[config.mk]
export PLATFORM = sky130hd
export DESIGN_NAME = page_table_walker_unit
export DESIGN_NICKNAME = d
export VERILOG_FILES = /design/src/rtl/core/ptw_pkg.sv /design/src/rtl/core/ptw_walk_ctl.sv /design/src/rtl/core/ptw_rsp_fifo.sv /design/src/rtl/core/page_table_walker_unit.sv
export SDC_FILE = /design/constraint.sdc
export NUM_CORES = 1
export LEC_CHECK = 0
export BUFFER_PORTS_ARGS = -buffer_cell sky130_fd_sc_hd__buf_2
export CAP_MARGIN = 20
export CORE_UTILIZATION = 45
export CTS_CLUSTER_DIAMETER = 200
export CTS_CLUSTER_SIZE = 30
export DETAILED_ROUTE_END_ITERATION = 8
export PLACE_DENSITY = 0.82
export RECOVER_POWER = 25
export SLEW_MARGIN = 20
export SYNTH_ARGS = -nofsm -noshare
export SYNTH_HDL_FRONTEND = slang
export SYNTH_SLANG_ARGS = --single-unit
export TNS_END_PERCENT = 100
[constraint.sdc]
create_clock -name clock -period 6.4 [get_ports clock]
set_clock_uncertainty 0.2 [all_clocks]
set_input_delay 0.32 -clock clock [delete_from_list [all_inputs] [get_ports clock]]
set_output_delay 0.32 -clock clock [all_outputs]
set_load 0.005 [all_outputs]
[src/rtl/core/ptw_pkg.sv]
// ----------------------------------------------------------------------------
// Page table walker package
// Shared widths, codes, result type and address helpers for the walker.
// ----------------------------------------------------------------------------
package ptw_pkg;

   localparam int VaddrWidth = 48;
   localparam int AddrWidth  = 32;
   localparam int IdxWidth   = 9;
   localparam int ReqDataWidth = 88;

   localparam logic CMD_TRANSLATE = 1'b0;
   localparam logic CMD_ENTRY     = 1'b1;

   localparam logic KIND_READ = 1'b0;
   localparam logic KIND_DONE = 1'b1;

   localparam logic [1:0] LEVEL_TOP    = 2'd0;
   localparam logic [1:0] LEVEL_DIR    = 2'd2;
   localparam logic [1:0] LEVEL_BOTTOM = 2'd3;

   typedef struct packed {
      logic                 kind;
      logic [AddrWidth-1:0] address;
   } rsp_item_type;

   function automatic logic [IdxWidth-1:0] level_index(
      input logic [VaddrWidth-1:0] va,
      input logic [1:0]            lvl
   );
      logic [IdxWidth-1:0] idx;
      case (lvl)
         2'd0:    idx = va[47:39];
         2'd1:    idx = va[38:30];
         2'd2:    idx = va[29:21];
         2'd3:    idx = va[20:12];
         default: idx = va[47:39];
      endcase
      return idx;
   endfunction

   function automatic logic [AddrWidth-1:0] entry_addr(
      input logic [AddrWidth-1:0]  base,
      input logic [VaddrWidth-1:0] va,
      input logic [1:0]            lvl
   );
      return {base[31:12], level_index(va, lvl), 3'b000};
   endfunction

endpackage

[src/rtl/core/ptw_walk_ctl.sv]
// ----------------------------------------------------------------------------
// Page table walker control
// Holds the walk state and root register and forms the read or final address
// for each accepted beat in a single pass.
// ----------------------------------------------------------------------------
module ptw_walk_ctl (
   input  logic                           clock,
   input  logic                           reset,
   input  logic                           csr_we,
   input  logic [ptw_pkg::AddrWidth-1:0]  csr_value,
   input  logic                           beat_accept,
   input  logic                           beat_cmd,
   input  logic [ptw_pkg::VaddrWidth-1:0] beat_vaddr,
   input  logic                           beat_large,
   input  logic [ptw_pkg::AddrWidth-1:0]  beat_entry,
   output logic                           rsp_push,
   output ptw_pkg::rsp_item_type          rsp_item
);

   logic [ptw_pkg::AddrWidth-1:0]  table_root_ff;
   logic                           busy_ff, busy_in;
   logic [1:0]                     level_ff, level_in;
   logic [ptw_pkg::VaddrWidth-1:0] vaddr_ff, vaddr_in;
   logic                           large_ff, large_in;
   logic [1:0]                     next_level;

   assign next_level = level_ff + 2'd1;

   always_comb begin
      busy_in          = busy_ff;
      level_in         = level_ff;
      vaddr_in         = vaddr_ff;
      large_in         = large_ff;
      rsp_push         = 1'b0;
      rsp_item.kind    = ptw_pkg::KIND_READ;
      rsp_item.address = ptw_pkg::entry_addr(beat_entry, vaddr_ff, next_level);
      if (beat_accept) begin
         if (beat_cmd == ptw_pkg::CMD_TRANSLATE) begin
            if (!busy_ff) begin
               busy_in          = 1'b1;
               level_in         = ptw_pkg::LEVEL_TOP;
               vaddr_in         = beat_vaddr;
               large_in         = beat_large;
               rsp_push         = 1'b1;
               rsp_item.address = ptw_pkg::entry_addr(table_root_ff, beat_vaddr,
                                                      ptw_pkg::LEVEL_TOP);
            end
         end else if (busy_ff) begin
            rsp_push = 1'b1;
            if (level_ff == ptw_pkg::LEVEL_DIR && large_ff) begin
               busy_in          = 1'b0;
               level_in         = ptw_pkg::LEVEL_TOP;
               rsp_item.kind    = ptw_pkg::KIND_DONE;
               rsp_item.address = {beat_entry[31:21], vaddr_ff[20:0]};
            end else if (level_ff == ptw_pkg::LEVEL_BOTTOM) begin
               busy_in          = 1'b0;
               level_in         = ptw_pkg::LEVEL_TOP;
               rsp_item.kind    = ptw_pkg::KIND_DONE;
               rsp_item.address = {beat_entry[31:12], vaddr_ff[11:0]};
            end else begin
               level_in = next_level;
            end
         end
      end
   end

   always_ff @(posedge clock) begin
      if (reset) begin
         table_root_ff <= '0;
         busy_ff       <= 1'b0;
         level_ff      <= ptw_pkg::LEVEL_TOP;
         vaddr_ff      <= '0;
         large_ff      <= 1'b0;
      end else begin
         if (csr_we) begin
            table_root_ff <= csr_value;
         end
         busy_ff  <= busy_in;
         level_ff <= level_in;
         vaddr_ff <= vaddr_in;
         large_ff <= large_in;
      end
   end

endmodule

[src/rtl/core/ptw_rsp_fifo.sv]
// ----------------------------------------------------------------------------
// Page table walker result buffer
// Two-entry output queue that decouples the result beat from the input side.
// ----------------------------------------------------------------------------
module ptw_rsp_fifo (
   input  logic                  clock,
   input  logic                  reset,
   input  logic                  push,
   input  ptw_pkg::rsp_item_type push_item,
   output logic                  not_full,
   output logic                  out_valid,
   input  logic                  out_ready,
   output ptw_pkg::rsp_item_type out_item
);

   ptw_pkg::rsp_item_type entries_ff [2];
   logic                  wr_ptr_ff, wr_ptr_in;
   logic                  rd_ptr_ff, rd_ptr_in;
   logic [1:0]            count_ff, count_in;
   logic                  pop;

   assign out_valid = (count_ff != 2'd0);
   assign not_full  = (count_ff != 2'd2);
   assign out_item  = entries_ff[rd_ptr_ff];
   assign pop       = out_valid && out_ready;

   always_comb begin
      wr_ptr_in = push ? ~wr_ptr_ff : wr_ptr_ff;
      rd_ptr_in = pop ? ~rd_ptr_ff : rd_ptr_ff;
      count_in  = count_ff + {1'b0, push} - {1'b0, pop};
   end

   always_ff @(posedge clock) begin
      if (push) begin
         entries_ff[wr_ptr_ff] <= push_item;
      end
   end

   always_ff @(posedge clock) begin
      if (reset) begin
         wr_ptr_ff <= 1'b0;
         rd_ptr_ff <= 1'b0;
         count_ff  <= 2'd0;
      end else begin
         wr_ptr_ff <= wr_ptr_in;
         rd_ptr_ff <= rd_ptr_in;
         count_ff  <= count_in;
      end
   end

endmodule

[src/rtl/core/page_table_walker_unit.sv]
// ----------------------------------------------------------------------------
// Page table walker unit
// Four-level page table walker: issues entry reads and reports the physical
// address of a translated virtual address.
// ----------------------------------------------------------------------------
// A translate beat (tuser 0) starts a walk and yields a read request for the
// top-level entry; each returned entry beat (tuser 1) yields the next read or,
// after three levels for a large page or four otherwise, the physical
// address. The unit accepts one beat per clock cycle and registers each
// result in a two-entry result buffer, so it keeps accepting while a result
// waits; the input stalls only when that buffer is full. A translate beat
// during a walk and an entry beat while idle are consumed without a result.
// The root register resets to zero and is written through the csr channel;
// the user must do so only while the unit is idle; the unit does not check.
module page_table_walker_unit (
   input  logic                              clock,
   input  logic                              reset,
   input  logic                              csr_valid,
   output logic                              csr_ready,
   input  logic [ptw_pkg::AddrWidth-1:0]     csr_data,     // table_root
   input  logic                              req_tvalid,
   output logic                              req_tready,
   // virt_addr, large_page, entry_data, zero fill
   input  logic [ptw_pkg::ReqDataWidth-1:0]  req_tdata,
   input  logic                              req_tuser,    // cmd
   output logic                              rsp_tvalid,
   input  logic                              rsp_tready,
   output logic [ptw_pkg::AddrWidth-1:0]     rsp_tdata,    // address
   output logic                              rsp_tuser     // kind
);

   logic                  beat_accept;
   logic                  fifo_not_full;
   logic                  rsp_push;
   ptw_pkg::rsp_item_type rsp_item;
   ptw_pkg::rsp_item_type out_item;

   assign csr_ready   = 1'b1;
   assign req_tready  = fifo_not_full;
   assign beat_accept = req_tvalid && fifo_not_full;

   ptw_walk_ctl u_walk (
      .clock       (clock),
      .reset       (reset),
      .csr_we      (csr_valid),
      .csr_value   (csr_data),
      .beat_accept (beat_accept),
      .beat_cmd    (req_tuser),
      .beat_vaddr  (req_tdata[47:0]),
      .beat_large  (req_tdata[48]),
      .beat_entry  (req_tdata[80:49]),
      .rsp_push    (rsp_push),
      .rsp_item    (rsp_item)
   );

   ptw_rsp_fifo u_fifo (
      .clock     (clock),
      .reset     (reset),
      .push      (rsp_push),
      .push_item (rsp_item),
      .not_full  (fifo_not_full),
      .out_valid (rsp_tvalid),
      .out_ready (rsp_tready),
      .out_item  (out_item)
   );

   assign rsp_tdata = out_item.address;
   assign rsp_tuser = out_item.kind;

endmodule
# After elaboration in Yosys (flattened, before gate mapping)
# Memory sizes are Yosys's and may differ from the RTL's. A register that Yosys moved wholly into a read port is not among the register bits.
# Index checks and enable logic that the tools add are counted.
[totals] wordCells=56 input_bits=126 memories=1 mem_bits_ro=0 latchBits=0 out_inout_bits=36 ram_bits=66 regBits=88
[mem_list] memory="u_fifo.entries_ff" words=2 width=33 rd=1 rd_ports_with_merged_regs=1 write_ports=1 line="ptw_rsp_fifo.sv:16" source="ptw_pkg::rsp_item_type entries_ff [2];"
[classes] addsub=3 shift=0 div=0 mul=0 bitwise=4 reduce_logical=7 n_mux=25 magnitude_cmp=0 n_eq_ne=8
[ops] op="33-bit two-way mux" count=4
[ops] op="32-bit two-way mux" count=2
[ops] op="9-bit case mux with 4 select lines" count=1
[ops] op="1-bit two-way mux" count=13
[ops] op="2-bit two-way mux" count=5
[ops] op="2-bit equality test (second input constant)" count=4
[ops] op="3-bit AND reduction" count=2
[ops] op="2-bit != test (second input constant)" count=2
[ops] op="1-bit inverter" count=4
[ops] op="1-bit logical AND" count=3
[ops] op="2-bit by 1-bit adder with 2-bit output" count=1
[ops] op="2-bit by 1-bit adder with 2-bit output (second input constant)" count=1
[ops] op="2-bit by 1-bit equality test with 1-bit output (second input constant)" count=1
[ops] op="2-bit logical NOT" count=1
[ops] op="2-bit by 1-bit != test with 1-bit output (second input constant)" count=1
[ops] op="2-bit nonzero test" count=1
[ops] op="2-bit by 1-bit subtractor with 2-bit output" count=1

# Longest topological paths before layout
# Gate-level depths: netlist (run 1).
[logic_depth] depth_word=8 depth_mapped=13 depth_no_buf=10

# By module
# Synthesis (run 1) repeated with hierarchy kept, for this count alone.
[unflattened] cells_unflattened=593 hier_area_um2=6301.0
[modules_own_cells] module="ptw_walk_ctl" seq_area_each_um2=1441.4 area_per_inst_um2=3637.2 n_inst=1 cells_per_inst=464
[modules_own_cells] module="ptw_rsp_fifo" seq_area_each_um2=2082.0 area_per_inst_um2=2646.3 n_inst=1 cells_per_inst=126
[modules_own_cells] module="page_table_walker_unit" seq_area_each_um2=0.0 area_per_inst_um2=17.5 n_inst=1 cells_per_inst=3

# Worst setup path before layout (run 1)
# Ideal clock, no wire load.
[synth_path] kind="input -> register" from="input port req_tuser" to="memory u_fifo.entries_ff[0][0] in the netlist's numbering, enable pin" path_slack_ps=2684 required_time_ps=5777 path_stages=8 setup_ps=423 n_path_buf=3 arrival_time_ps=3093 cell_sequence="clkbuf_1 clkbuf_1 inv_1 ha_1 and3b_1 clkbuf_1 inv_1 nor2_1"
[synth_between] elab_chain_len=4
[synth_lines] element="start: declaration" line="page_table_walker_unit.sv:25" source="input logic req_tuser,"
[synth_lines] element="1-bit two-way mux" line="ptw_walk_ctl.sv:38" source="if (beat_cmd == ptw_pkg::CMD_TRANSLATE) begin"
[synth_lines] element="1-bit two-way mux" line="ptw_walk_ctl.sv:37" source="if (beat_accept) begin"
[synth_lines] element="1-bit two-way mux" line="ptw_rsp_fifo.sv:34" source="if (push) begin"
[synth_lines] element="1-bit two-way mux (implied by the code)" line="ptw_rsp_fifo.sv:35" source="entries_ff[wr_ptr_ff] <= push_item;"
[synth_lines] element="end: declaration" line="ptw_rsp_fifo.sv:16"
# Every way passes these cells.

# Worst setup path in the final report (run 1)
[layout_path] from="register u_walk.busy_ff" to="memory u_fifo.entries_ff[0][1] in the netlist's numbering, enable pin"
[layout_between] elab_chain_len=5 word_cells_on_any_way=6 cone_classes="mux (6)"
[layout_lines] element="start: declaration" line="ptw_walk_ctl.sv:21" source="logic busy_ff, busy_in;"
[layout_lines] element="start signal: assignment" line="ptw_walk_ctl.sv:78" source="busy_ff <= busy_in;"
[layout_lines] element="1-bit two-way mux (on tied branches)" line="ptw_walk_ctl.sv:39, ptw_walk_ctl.sv:48"
[layout_lines] element="1-bit two-way mux *" line="ptw_walk_ctl.sv:38"
[layout_lines] element="1-bit two-way mux *" line="ptw_walk_ctl.sv:37"
[layout_lines] element="1-bit two-way mux *" line="ptw_rsp_fifo.sv:34"
[layout_lines] element="1-bit two-way mux (implied by the code) *" line="ptw_rsp_fifo.sv:35"
# Mark *: on every way between the ends. The rest lies on a longest branch, timed or not.

==> metrics.md, run 1 <==
| Metric | Value |
|---|---|
| Violated checks | `capacitance limit, slew limit` |
| Unrepaired setup endpoints after global routing | `false` |
| Synth cell count leaders | `nand2_1, dfxtp_1, edfxtp_1` |
| Max FO, Critical Path | `33` |
| Pwr dens | `324.1 nW/um^2` |
| Simple-gate share of the synthesized area | `10.60%` |
| Syn Area/Cell | `10.72 um^2` |
| Comb power frac | `20.1%` |
| Routed len/inst | `16.27 um` |
| Worst EP required | `6230 ps` |
| Outcome | `finished, violations left` |
| FFs w/ async S/R, synth | `0%` |
| Minimum clock period | `3351 ps` |
| Pint | `1.970 mW` |
| Dpl cells | `846` |
| Startpoint types | `register` |
| 1st-pass router iterations | `6` |
| Final period utilization | `52.36%` |
| Starting Density | `46.51%` |
| Initial antenna violation count | `0` |
| Critical path's slowest cell | `nor2_4` |
| #FFs+latches synth | `143` |
| Post-Synth Adder-Cell Area | `1.411%` |
| Post-route DRC | `0` |
| Sw Share | `26.00%` |
| Global route total overflow | `0` |
| Place WS | `3138 ps` |
| Clock tree sinks | `143` |
| Post-route worst setup slack | `3049 ps` |
| Fmax | `298.4 MHz` |
| Slew Limit Fails | `112` |
| Worst skew pair latency | `420 ps` |
| Die Ht | `119.5 um` |
| Nets | `891` |
| First-pass GRT wire length | `24.07 mm` |
| Die ar. | `14270 um^2` |
| Final Hold Vio Count | `0` |
| Via count | `4990` |
| Seq pwr share | `42.0%` |
| Max-cap violations | `2` |
| CP Data Arrival Time | `3180 ps` |
| Overall Power | `2.662 mW` |
| Setup tns final | `0 ps` |
| ANT nets after route | `0` |
| Register area share after synthesis | `56.75%` |
| Synth Net Count | `712` |
| CTS tree | `yes` |
| IO buf count | `129` |
| Antenna Cells | `0` |
| Nature of the critical path endpoint | `register` |
| Core Util, Final | `61.54%` |
| Worst path max stage delay | `770 ps` |
| Post-CTS setup buffers | `0` |
| Vias/cell | `5.269` |
| Row count | `42` |
| Post-Syn Instances | `579` |
| Leading area contributor after synthesis | `edfxtp_1` |
| Fill cell count | `1058` |
| Compound-Gate Fraction of Synth Area | `12.49%` |
| Drt total wl | `15.41 mm` |
| CTS Root Cell | `clkbuf_16` |
| Die width | `119.5 um` |
| Total clock buffers created by CTS | `17` |
| Post-DP HPWL | `9.641 mm` |
| Finish-stage setup viols | `0` |
| WHS | `28.53 ps` |
| CORE AREA | `13350 um^2` |
| Layout cells sized above 1 | `26.33%` |
| H-tree Lvls | `4` |
| Sequential cell area | `3523 um^2` |
| Mapped Area | `6208 um^2` |
| Cell chain of the critical path | `clkinv_1 -> ha_1 -> and3b_1 -> inv_1 -> nor2_4` |
| Rel. slew slack | `-131.9%` |
| Design area | `8214 um^2` |
| Synth top area share | `31.92%` |
| CTS Buffer Depth | `2` |
| DP Area | `6935 um^2` |
| Most frequent cell after synthesis | `nand2_1` |
| Multi-input logic area | `2434 um^2` |
| DR iter-0 viols | `318` |
| Synth area leaders | `edfxtp_1, dfxtp_1, mux2_2, nand2_1, a21oi_1` |
| Multiplexer area fraction after synthesis | `13.80%` |
| Measured slew at the worst slew-check pin | `3479 ps` |
| Main flop type after synthesis | `dfxtp_1` |
| Clock-pin slew on the worst setup and hold paths | `60 ps` |
| Non-Filler Instances | `947` |
| Hold Path Class | `in2reg` |
| Largest family of logic cells by synthesized area | `multiplexers` |
| Worst vdd ir | `0.1904 mV` |
| CP Class | `reg2reg` |
| XOR/XNOR share of the synthesized area | `0.7054%` |
| Switching Power | `692.1 uW` |
| Leakage power | `3.234 nW` |
| GPL Wtd Cong | `0.8508` |
| Synth cell types | `38` |
| EDFF count, synth | `66` |
| Clock power share | `37.9%` |
| GRT Overall Usage | `22.25%` |
| Vias in the first global route | `4809` |
| Largest net degree at the start of global routing | `78` |
| Area added between synthesis and finish | `32.31%` |
| Ports | `162` |
| Ys Warns | `0` |
[cell families (layout without fill, tap and decap cells)]
| logic type | count (synthesis) | after routing |
|---|---|---|
| xor+xnor | 5 | 5 |
| buf+inv | 62 | 254 |
| fa+ha+maj | 7 | 7 |
| other cells | 1 | 1 |
| compound gates | 120 | 120 |
| mux | 79 | 79 |
| flops | 143 | 143 |
| simple gates | 162 | 162 |
[worst paths after layout]
| kind | start | end | slack [ps] | cells after the start |
|---|---|---|---|---|
| worst min-delay path | req_tdata[80] | u_fifo.entries_ff[1][31] | 30 | 2 |
| worst max-delay path | u_walk.busy_ff | u_fifo.entries_ff[0][1] | 3050 | 5 |
| worst max register to register | u_walk.busy_ff | u_fifo.entries_ff[0][1] | 3050 | 5 |
| worst min register to register | u_walk.vaddr_ff[1] | u_walk.vaddr_ff[1] | 250 | 2 |
[power groups by stage]
| stage | logic [mW] | clock network [mW] | registers, mW |
|---|---|---|---|
| 2_1_floorplan | 0.336 | 0 | 1.12 |
| 3_3_place_gp | 0.498 | 0 | 1.13 |
| 3_5_place_dp | 0.505 | 0 | 1.13 |
| 4_1_cts | 0.542 | 1.02 | 1.12 |
| 5_1_grt | 0.585 | 1.06 | 1.13 |
| 6_report | 0.535 | 1.01 | 1.12 |
[per-layer routing]
layer	global-route usage, %	part of all wire (%)	vias up
li1	-	-	2408
met1	27.48	43	2347
met2	37.39	49	207
met3	4.502	5.2	28
met4	10.00	2.1	0
met5	0	0	-
[cell type report]
| class | instances | area share [%] |
|---|---|---|
| multi-input combinational | 374 | 29.63 |
| timing repair buffer | 204 | 16.48 |
| sequential | 143 | 42.89 |
| inverter | 18 | 0.8225 |
| clock inverter | 12 | 1.934 |
| tap | 176 | 2.681 |
| clock buffer | 20 | 5.560 |
[repair_timing]
item | 4_1_cts | 5_1_grt
hold endpoints to repair | 69 | 0
resized for setup | 0 | 0
hold buffers | 69 | 0
endpoints found under the setup margin | 0 | 0
[registers in the layout, summed over array words and instances (netlist names), named ones only]
| signal | count |
|---|---|
| u_fifo.count_ff | 2 |
| u_walk.large_ff | 1 |
| u_fifo.entries_ff | 66 |
| u_fifo.wr_ptr_ff | 1 |
| u_walk.level_ff | 2 |
| u_fifo.rd_ptr_ff | 1 |
| u_walk.vaddr_ff | 48 |
| u_walk.busy_ff | 1 |
| u_walk.table_root_ff | 20 |
[critical path, delay by kind of cell (launching register included)]
family                   cells  cell delay (ps)
buffers and inverters        2              560
AND/OR/NAND/NOR              2             1090
flip-flops                   1              710
adder cells (fa/ha/maj)      1              400
[layout by cell type (no fill, tap or decap), types with 5 or more instances in the layout]
cell type,instances
buf_2,113
nand2_1,107
dfxtp_1,77
dlygate4sd3_1,69
edfxtp_1,66
a21oi_1,62
mux2_2,49
nor2_1,34
mux2i_1,26
clkbuf_1,19
o22ai_1,18
inv_1,17
clkbuf_16,17
a222oi_1,9
o21ai_0,7
ha_1,7
a211oi_1,6
a221o_1,6
and2_1,5
No activity file was read; power rests on OpenSTA's default activity.
==> run 2, diff against run 1 <==
PLACE_DENSITY = 0.84   (was 0.82)
clock period = 2.75 ns   (was 6.4 ns; I/O delays follow)
==> metrics.md, run 2 (synthesis results as in run 1) <==
| Metric | Value |
|---|---|
| CTS tree | `yes (unchanged)` |
| GRT Overall Usage | `23.58% (was 22.25%)` |
| First-pass GRT wire length | `25.85 mm (was 24.07 mm)` |
| Nets | `915 (was 891)` |
| Reg-to-reg setup timing slack | `120 ps (was 3050 ps)` |
| Outcome | `finished clean (was finished, violations left)` |
| Die width | `119.5 um (unchanged)` |
| DP Area | `7039 um^2 (was 6935 um^2)` |
| Overall Power | `6.375 mW (was 2.662 mW)` |
| Worst skew pair latency | `420 ps (about the same)` |
| Drt total wl | `16.21 mm (was 15.41 mm)` |
| Top reg by flops | `u_fifo.entries_ff (unchanged)` |
| Comb power frac | `20.9% (was 20.1%)` |
| Minimum clock period | `2630 ps (was 3351 ps)` |
| Antenna Cells | `0 (unchanged)` |
| Die ar. | `14270 um^2 (unchanged)` |
| Row count | `42 (unchanged)` |
| Most frequent cells in the layout | `buf_2, nand2_1, dlygate4sd3_1 (was buf_2, nand2_1, dfxtp_1)` |
| Max-cap violations | `0 (was 2)` |
| Global route total overflow | `0 (unchanged)` |
| Total clock buffers created by CTS | `17 (unchanged)` |
| Leakage power | `3.401 nW (was 3.234 nW)` |
| Switching Power | `1.676 mW (was 692.1 uW)` |
| Unrepaired setup endpoints after global routing | `false (unchanged)` |
| 1st-pass router iterations | `7 (was 6)` |
| Pint | `4.699 mW (was 1.970 mW)` |
| CORE AREA | `13350 um^2 (unchanged)` |
| Finish-stage setup viols | `0 (unchanged)` |
| Sw Share | `26.29% (was 26.00%)` |
| Startpoint types | `register (unchanged)` |
| IO buf count | `129 (unchanged)` |
| Slew Limit Fails | `0 (was 112)` |
| Via count | `5118 (was 4990)` |
| Fmax | `380.3 MHz (was 298.4 MHz)` |
| CP Data Arrival Time | `2590 ps (was 3180 ps)` |
| Area added between synthesis and finish | `36.86% (was 32.31%)` |
| DR iter-0 viols | `419 (was 318)` |
| CTS Root Cell | `clkbuf_16 (unchanged)` |
| Routed len/inst | `16.69 um (was 16.27 um)` |
| Post-route DRC | `0 (unchanged)` |
| Final Hold Vio Count | `0 (unchanged)` |
| Worst EP required | `2710 ps (was 6230 ps)` |
| Ports | `162 (unchanged)` |
| Clock power share | `38.4% (was 37.9%)` |
| Hold Path Class | `in2reg (unchanged)` |
| Largest net degree at the start of global routing | `45 (was 78)` |
| Die Ht | `119.5 um (unchanged)` |
| CTS Buffer Depth | `2 (unchanged)` |
| Clock tree sinks | `143 (unchanged)` |
| CTS resizes | `0 (unchanged)` |
| Pwr dens | `750.3 nW/um^2 (was 324.1 nW/um^2)` |
| Fill cell count | `1026 (was 1058)` |
| Design area | `8497 um^2 (was 8214 um^2)` |
| Layout cells sized above 1 | `28.68% (was 26.33%)` |
| Vias in the first global route | `5013 (was 4809)` |
| H-tree Lvls | `4 (unchanged)` |
| Setup tns final | `0 ps (unchanged)` |
| Most common cell after layout, fill and taps aside | `buf_2 (unchanged)` |
| Worst vdd ir | `0.4447 mV (was 0.1904 mV)` |
| Max FO, Critical Path | `12 (was 33)` |
| Initial antenna violation count | `0 (unchanged)` |
| Max reg flops | `66 (unchanged)` |
| Starting Density | `46.51% (unchanged)` |
| Clock-pin slew on the worst setup and hold paths | `60 ps (about the same)` |
| ANT nets after route | `0 (unchanged)` |
| Measured slew at the worst slew-check pin | `1476 ps (was 3479 ps)` |
| Seq pwr share | `40.7% (was 42.0%)` |
| Post-DP HPWL | `10.12 mm (was 9.641 mm)` |
| Final period utilization | `95.62% (was 52.36%)` |
| CP Class | `reg2reg (unchanged)` |
| Nature of the critical path endpoint | `register (unchanged)` |
| GPL Wtd Cong | `0.8545 (was 0.8508)` |
| Regs by FF count | `u_fifo.entries_ff: 66 flops, u_walk.vaddr_ff: 48 flops, u_walk.table_root_ff: 20 flops (unchanged)` |
| Rel. slew slack | `1.608% (was -131.9%)` |
| Vias/cell | `5.271 (was 5.269)` |
run 2: power by group through the flow:
stage | clock [mW] | combinational [mW] | sequential (mW)
final | 2.45 | 1.33 | 2.59
after global routing | 2.57 | 1.45 | 2.61
after CTS | 2.48 | 1.33 | 2.59
after detailed placement | 0 | 1.23 | 2.63
after global placement | 0 | 1.20 | 2.62
after floorplan | 0 | 0.784 | 2.60
run 2: worst paths after layout:
check                                           endpoint                from  cells past startpoint
worst min-delay path            u_fifo.entries_ff[1][19]       req_tdata[68]                      3
worst min register to register        u_walk.vaddr_ff[7]  u_walk.vaddr_ff[7]                      2
worst max-delay path             u_fifo.entries_ff[0][6]  u_walk.level_ff[0]                      6
worst max register to register   u_fifo.entries_ff[0][6]  u_walk.level_ff[0]                      6
run 2: layout make-up:
cell class              instances  area, um^2  area share (%)
inverters                      18       67.56          0.7952
clock buffers                  18       429.2           5.051
multi-input cells             374        2435           28.66
well taps                     176       220.2           2.592
flip-flops and latches        143        3523           41.47
clock inverters                14       207.7           2.444
repair buffers                228        1614           19.00
run 2: layer usage:
layer	up-vias	GRT usage (%)	share of wire, %
met4	0	9.609	2.3
li1	2471	-	-
met2	223	38.40	49
met5	-	0	0
met3	33	5.556	7.0
met1	2391	30.05	42
run 2: worst max-delay path, stage by stage, from the launching register on:
cell      delay [ps]
dfxtp_1          390
inv_1            100
ha_1             340
a222oi_1         550
mux2i_1          170
a2bb2o_1         300
a221o_1          310
run 2: through the flow:
step	cells	setup WS (ps)	utilization [%]	hold slack, ps
floorplan	579	80.47	-	73.46
global placement	853	224.4	52.74	173.1
detailed placement	853	115.0	52.74	181.7
CTS	969	110.0	63.81	5.774
global route	971	21.87	63.66	35.40
finish	971	120.4	63.66	25.47
run 2: timing repair:
action | 4_1_cts | 5_1_grt
setup buffers | 0 | 2
hold buffers | 84 | 0
endpoints found under the hold margin | 106 | 0
endpoints found under the setup margin | 0 | 4
==> run 3, diff against run 2 <==
--- a/constraint.sdc
+++ b/constraint.sdc
@@ -4,2 +4,2 @@
 set_output_delay 0.1375 -clock clock [all_outputs]
-set_load 0.005 [all_outputs]
+set_load 0.01 [all_outputs]
==> metrics.md, run 3 (synthesis results as in run 1) <==
| Metric | Value |
|---|---|
| Area added between synthesis and finish | `36.82% (was 36.86%)` |
| ANT nets after route | `0 (unchanged)` |
| Die width | `119.5 um (unchanged)` |
| Hold Path Class | `in2reg (unchanged)` |
| WHS | `25.40 ps (was 25.47 ps)` |
| CORE AREA | `13350 um^2 (unchanged)` |
| Regs by FF count | `u_fifo.entries_ff: 66 flops, u_walk.vaddr_ff: 48 flops, u_walk.table_root_ff: 20 flops (unchanged)` |
| Rel. slew slack | `1.612% (was 1.608%)` |
| Finish-stage setup viols | `0 (unchanged)` |
| Max FO, Critical Path | `12 (unchanged)` |
| CTS Buffer Depth | `2 (unchanged)` |
| Most common cell after layout, fill and taps aside | `buf_2 (unchanged)` |
| CP Data Arrival Time | `2570 ps (was 2590 ps)` |
| Fill cell count | `1026 (unchanged)` |
| Non-Filler Instances | `971 (unchanged)` |
| Top reg by flops | `u_fifo.entries_ff (unchanged)` |
| Worst EP required | `2710 ps (about the same)` |
| Pwr dens | `758.7 nW/um^2 (was 750.3 nW/um^2)` |
| Startpoint types | `register (unchanged)` |
| GRT Overall Usage | `23.58% (unchanged)` |
| CTS Root Cell | `clkbuf_16 (unchanged)` |
| GPL Wtd Cong | `0.8545 (unchanged)` |
| Most frequent cells in the layout | `buf_2, nand2_1, dlygate4sd3_1 (unchanged)` |
| DP Area | `7039 um^2 (unchanged)` |
| Design area | `8494 um^2 (was 8497 um^2)` |
| R2R depth | `6 (unchanged)` |
| Total clock buffers created by CTS | `17 (unchanged)` |
| Antenna Cells | `0 (unchanged)` |
| IO buf count | `129 (unchanged)` |
| Dpl cells | `853 (unchanged)` |
| Post-DP HPWL | `10.12 mm (unchanged)` |
| Global route total overflow | `0 (unchanged)` |
| Vias/cell | `5.261 (was 5.271)` |
| Hold Path Sink | `u_fifo.entries_ff[1][19] (unchanged)` |
| Clock tree sinks | `143 (unchanged)` |
| Worst path depth | `6 (unchanged)` |
| Hold Path Depth | `3 (unchanged)` |
| Largest net degree at the start of global routing | `45 (unchanged)` |
| Final period utilization | `95.03% (was 95.62%)` |
| Reg-to-reg setup timing slack | `140 ps (was 120 ps)` |
| Die ar. | `14270 um^2 (unchanged)` |
| Unrepaired setup endpoints after global routing | `false (unchanged)` |
| Outcome | `finished clean (unchanged)` |
| Slew Limit Fails | `0 (unchanged)` |
| Place WS | `115.0 ps (unchanged)` |
| Layout cells sized above 1 | `28.43% (was 28.68%)` |
| R2R Path End | `u_fifo.entries_ff[0][6] (unchanged)` |
| DR iter-0 viols | `419 (unchanged)` |
| Worst path max stage delay | `530 ps (was 550 ps)` |
| H-tree Lvls | `4 (unchanged)` |
| Worst hold start | `req_tdata[68] (unchanged)` |
| Ports | `162 (unchanged)` |
| Via count | `5108 (was 5118)` |
| Routed len/inst | `16.68 um (was 16.69 um)` |
| R2R Path Start | `u_walk.level_ff[0] (unchanged)` |
| Max-cap violations | `0 (unchanged)` |
| Measured slew at the worst slew-check pin | `1476 ps (about the same)` |
| Nets | `915 (unchanged)` |
| CP Class | `reg2reg (unchanged)` |
| Nature of the critical path endpoint | `register (unchanged)` |
| Max reg flops | `66 (unchanged)` |
| 1st-pass router iterations | `5 (was 7)` |
| Row count | `42 (unchanged)` |
| CTS tree | `yes (unchanged)` |
| CP delay by family, top | `compound AO/OA/AOI/OAI gates (unchanged)` |
| Vias in the first global route | `5013 (unchanged)` |
| Leakage power | `3.396 nW (was 3.401 nW)` |
| Critical path's slowest cell | `a222oi_1 (unchanged)` |
| Buf+Inv Stages, Crit Path | `1 (unchanged)` |
| Fmax | `382.7 MHz (was 380.3 MHz)` |
| Post-route DRC | `0 (unchanged)` |
| Die Ht | `119.5 um (unchanged)` |
| Clock-pin slew on the worst setup and hold paths | `60 ps (about the same)` |
| Starting Density | `46.51% (unchanged)` |
| Drt total wl | `16.20 mm (was 16.21 mm)` |
| First-pass GRT wire length | `25.85 mm (unchanged)` |
| Worst skew pair latency | `420 ps (about the same)` |
| Cell chain of the critical path | `inv_1 -> ha_1 -> a222oi_1 -> mux2i_1 -> a2bb2o_1 -> a221o_1 (unchanged)` |
| Final Hold Vio Count | `0 (unchanged)` |
| Initial antenna violation count | `0 (unchanged)` |
| Post-route worst setup slack | `136.7 ps (was 120.4 ps)` |
| Worst vdd ir | `0.4454 mV (was 0.4447 mV)` |
| Setup tns final | `0 ps (unchanged)` |
| Minimum clock period | `2613 ps (was 2630 ps)` |
==> run 3: changes by cell type in the layout (fill, tap and decap cells not counted), sizes merged <==
cell,change
clkbuf,+2
buf,-2
==> run 3: worst max-delay path by stage <==
stage / start / slack, ps / end
after CTS: u_walk.level_ff[0] / 110 / u_fifo.entries_ff[0][9]
final: u_walk.level_ff[0] / 140 / u_fifo.entries_ff[0][6]
after floorplan: req_tuser / 80 / u_fifo.count_ff[1]
after global placement: u_walk.level_ff[0] / 220 / u_fifo.entries_ff[0][9]
after global routing: u_walk.level_ff[0] / 20 / u_fifo.entries_ff[0][11]
after detailed placement: u_walk.level_ff[0] / 120 / u_fifo.entries_ff[0][9]
==> run 3: routing by layer <==
layer | up-vias | global-route usage (%) | wire length [um]
met5 | - | 0 | 0
met2 | 216 | 38.40 | 7921
li1 | 2471 | - | -
met1 | 2388 | 30.05 | 6789
met4 | 0 | 9.609 | 369
met3 | 33 | 5.556 | 1118
==> run 3: power breakdown <==
part / leakage (nW) / total, mW / switching, mW / internal [mW]
registers: 1.24 / 2.59 / 0.102 / 2.49
clock network: 0.303 / 2.45 / 0.912 / 1.54
logic: 1.85 / 1.40 / 0.731 / 0.671
total: 3.40 / 6.45 / 1.75 / 4.70
==> run 3: cell type report <==
class,instances,area (um^2),share of cell area (%)
timing repair buffer,228,1612,18.97
inverter,18,67.56,0.7954
clock inverter,14,207.7,2.445
sequential,143,3523,41.48
multi-input combinational,374,2435,28.66
clock buffer,18,429.2,5.052
tap,176,220.2,2.592
==> run 3: worst min-delay path, delay by kind of cell <==
kind                   cells  cell delay (ps)
AO/OA/AOI/OAI              2              250
buffers and inverters      1              100
==> run 3: timing repair <==
item,CTS,global route
endpoints found under the setup margin,0,4
setup buffers,0,2
hold buffers,84,0
endpoints found under the hold margin,106,0
gates resized for setup,0,0
==> run 3: stage by stage <==
stage               util [%]  power (mW)
floorplan                  -       3.457
global placement       52.74       3.897
detailed placement     52.74       3.933
global route           63.64       6.709
CTS                    63.81       6.470
finish                 63.64       6.445
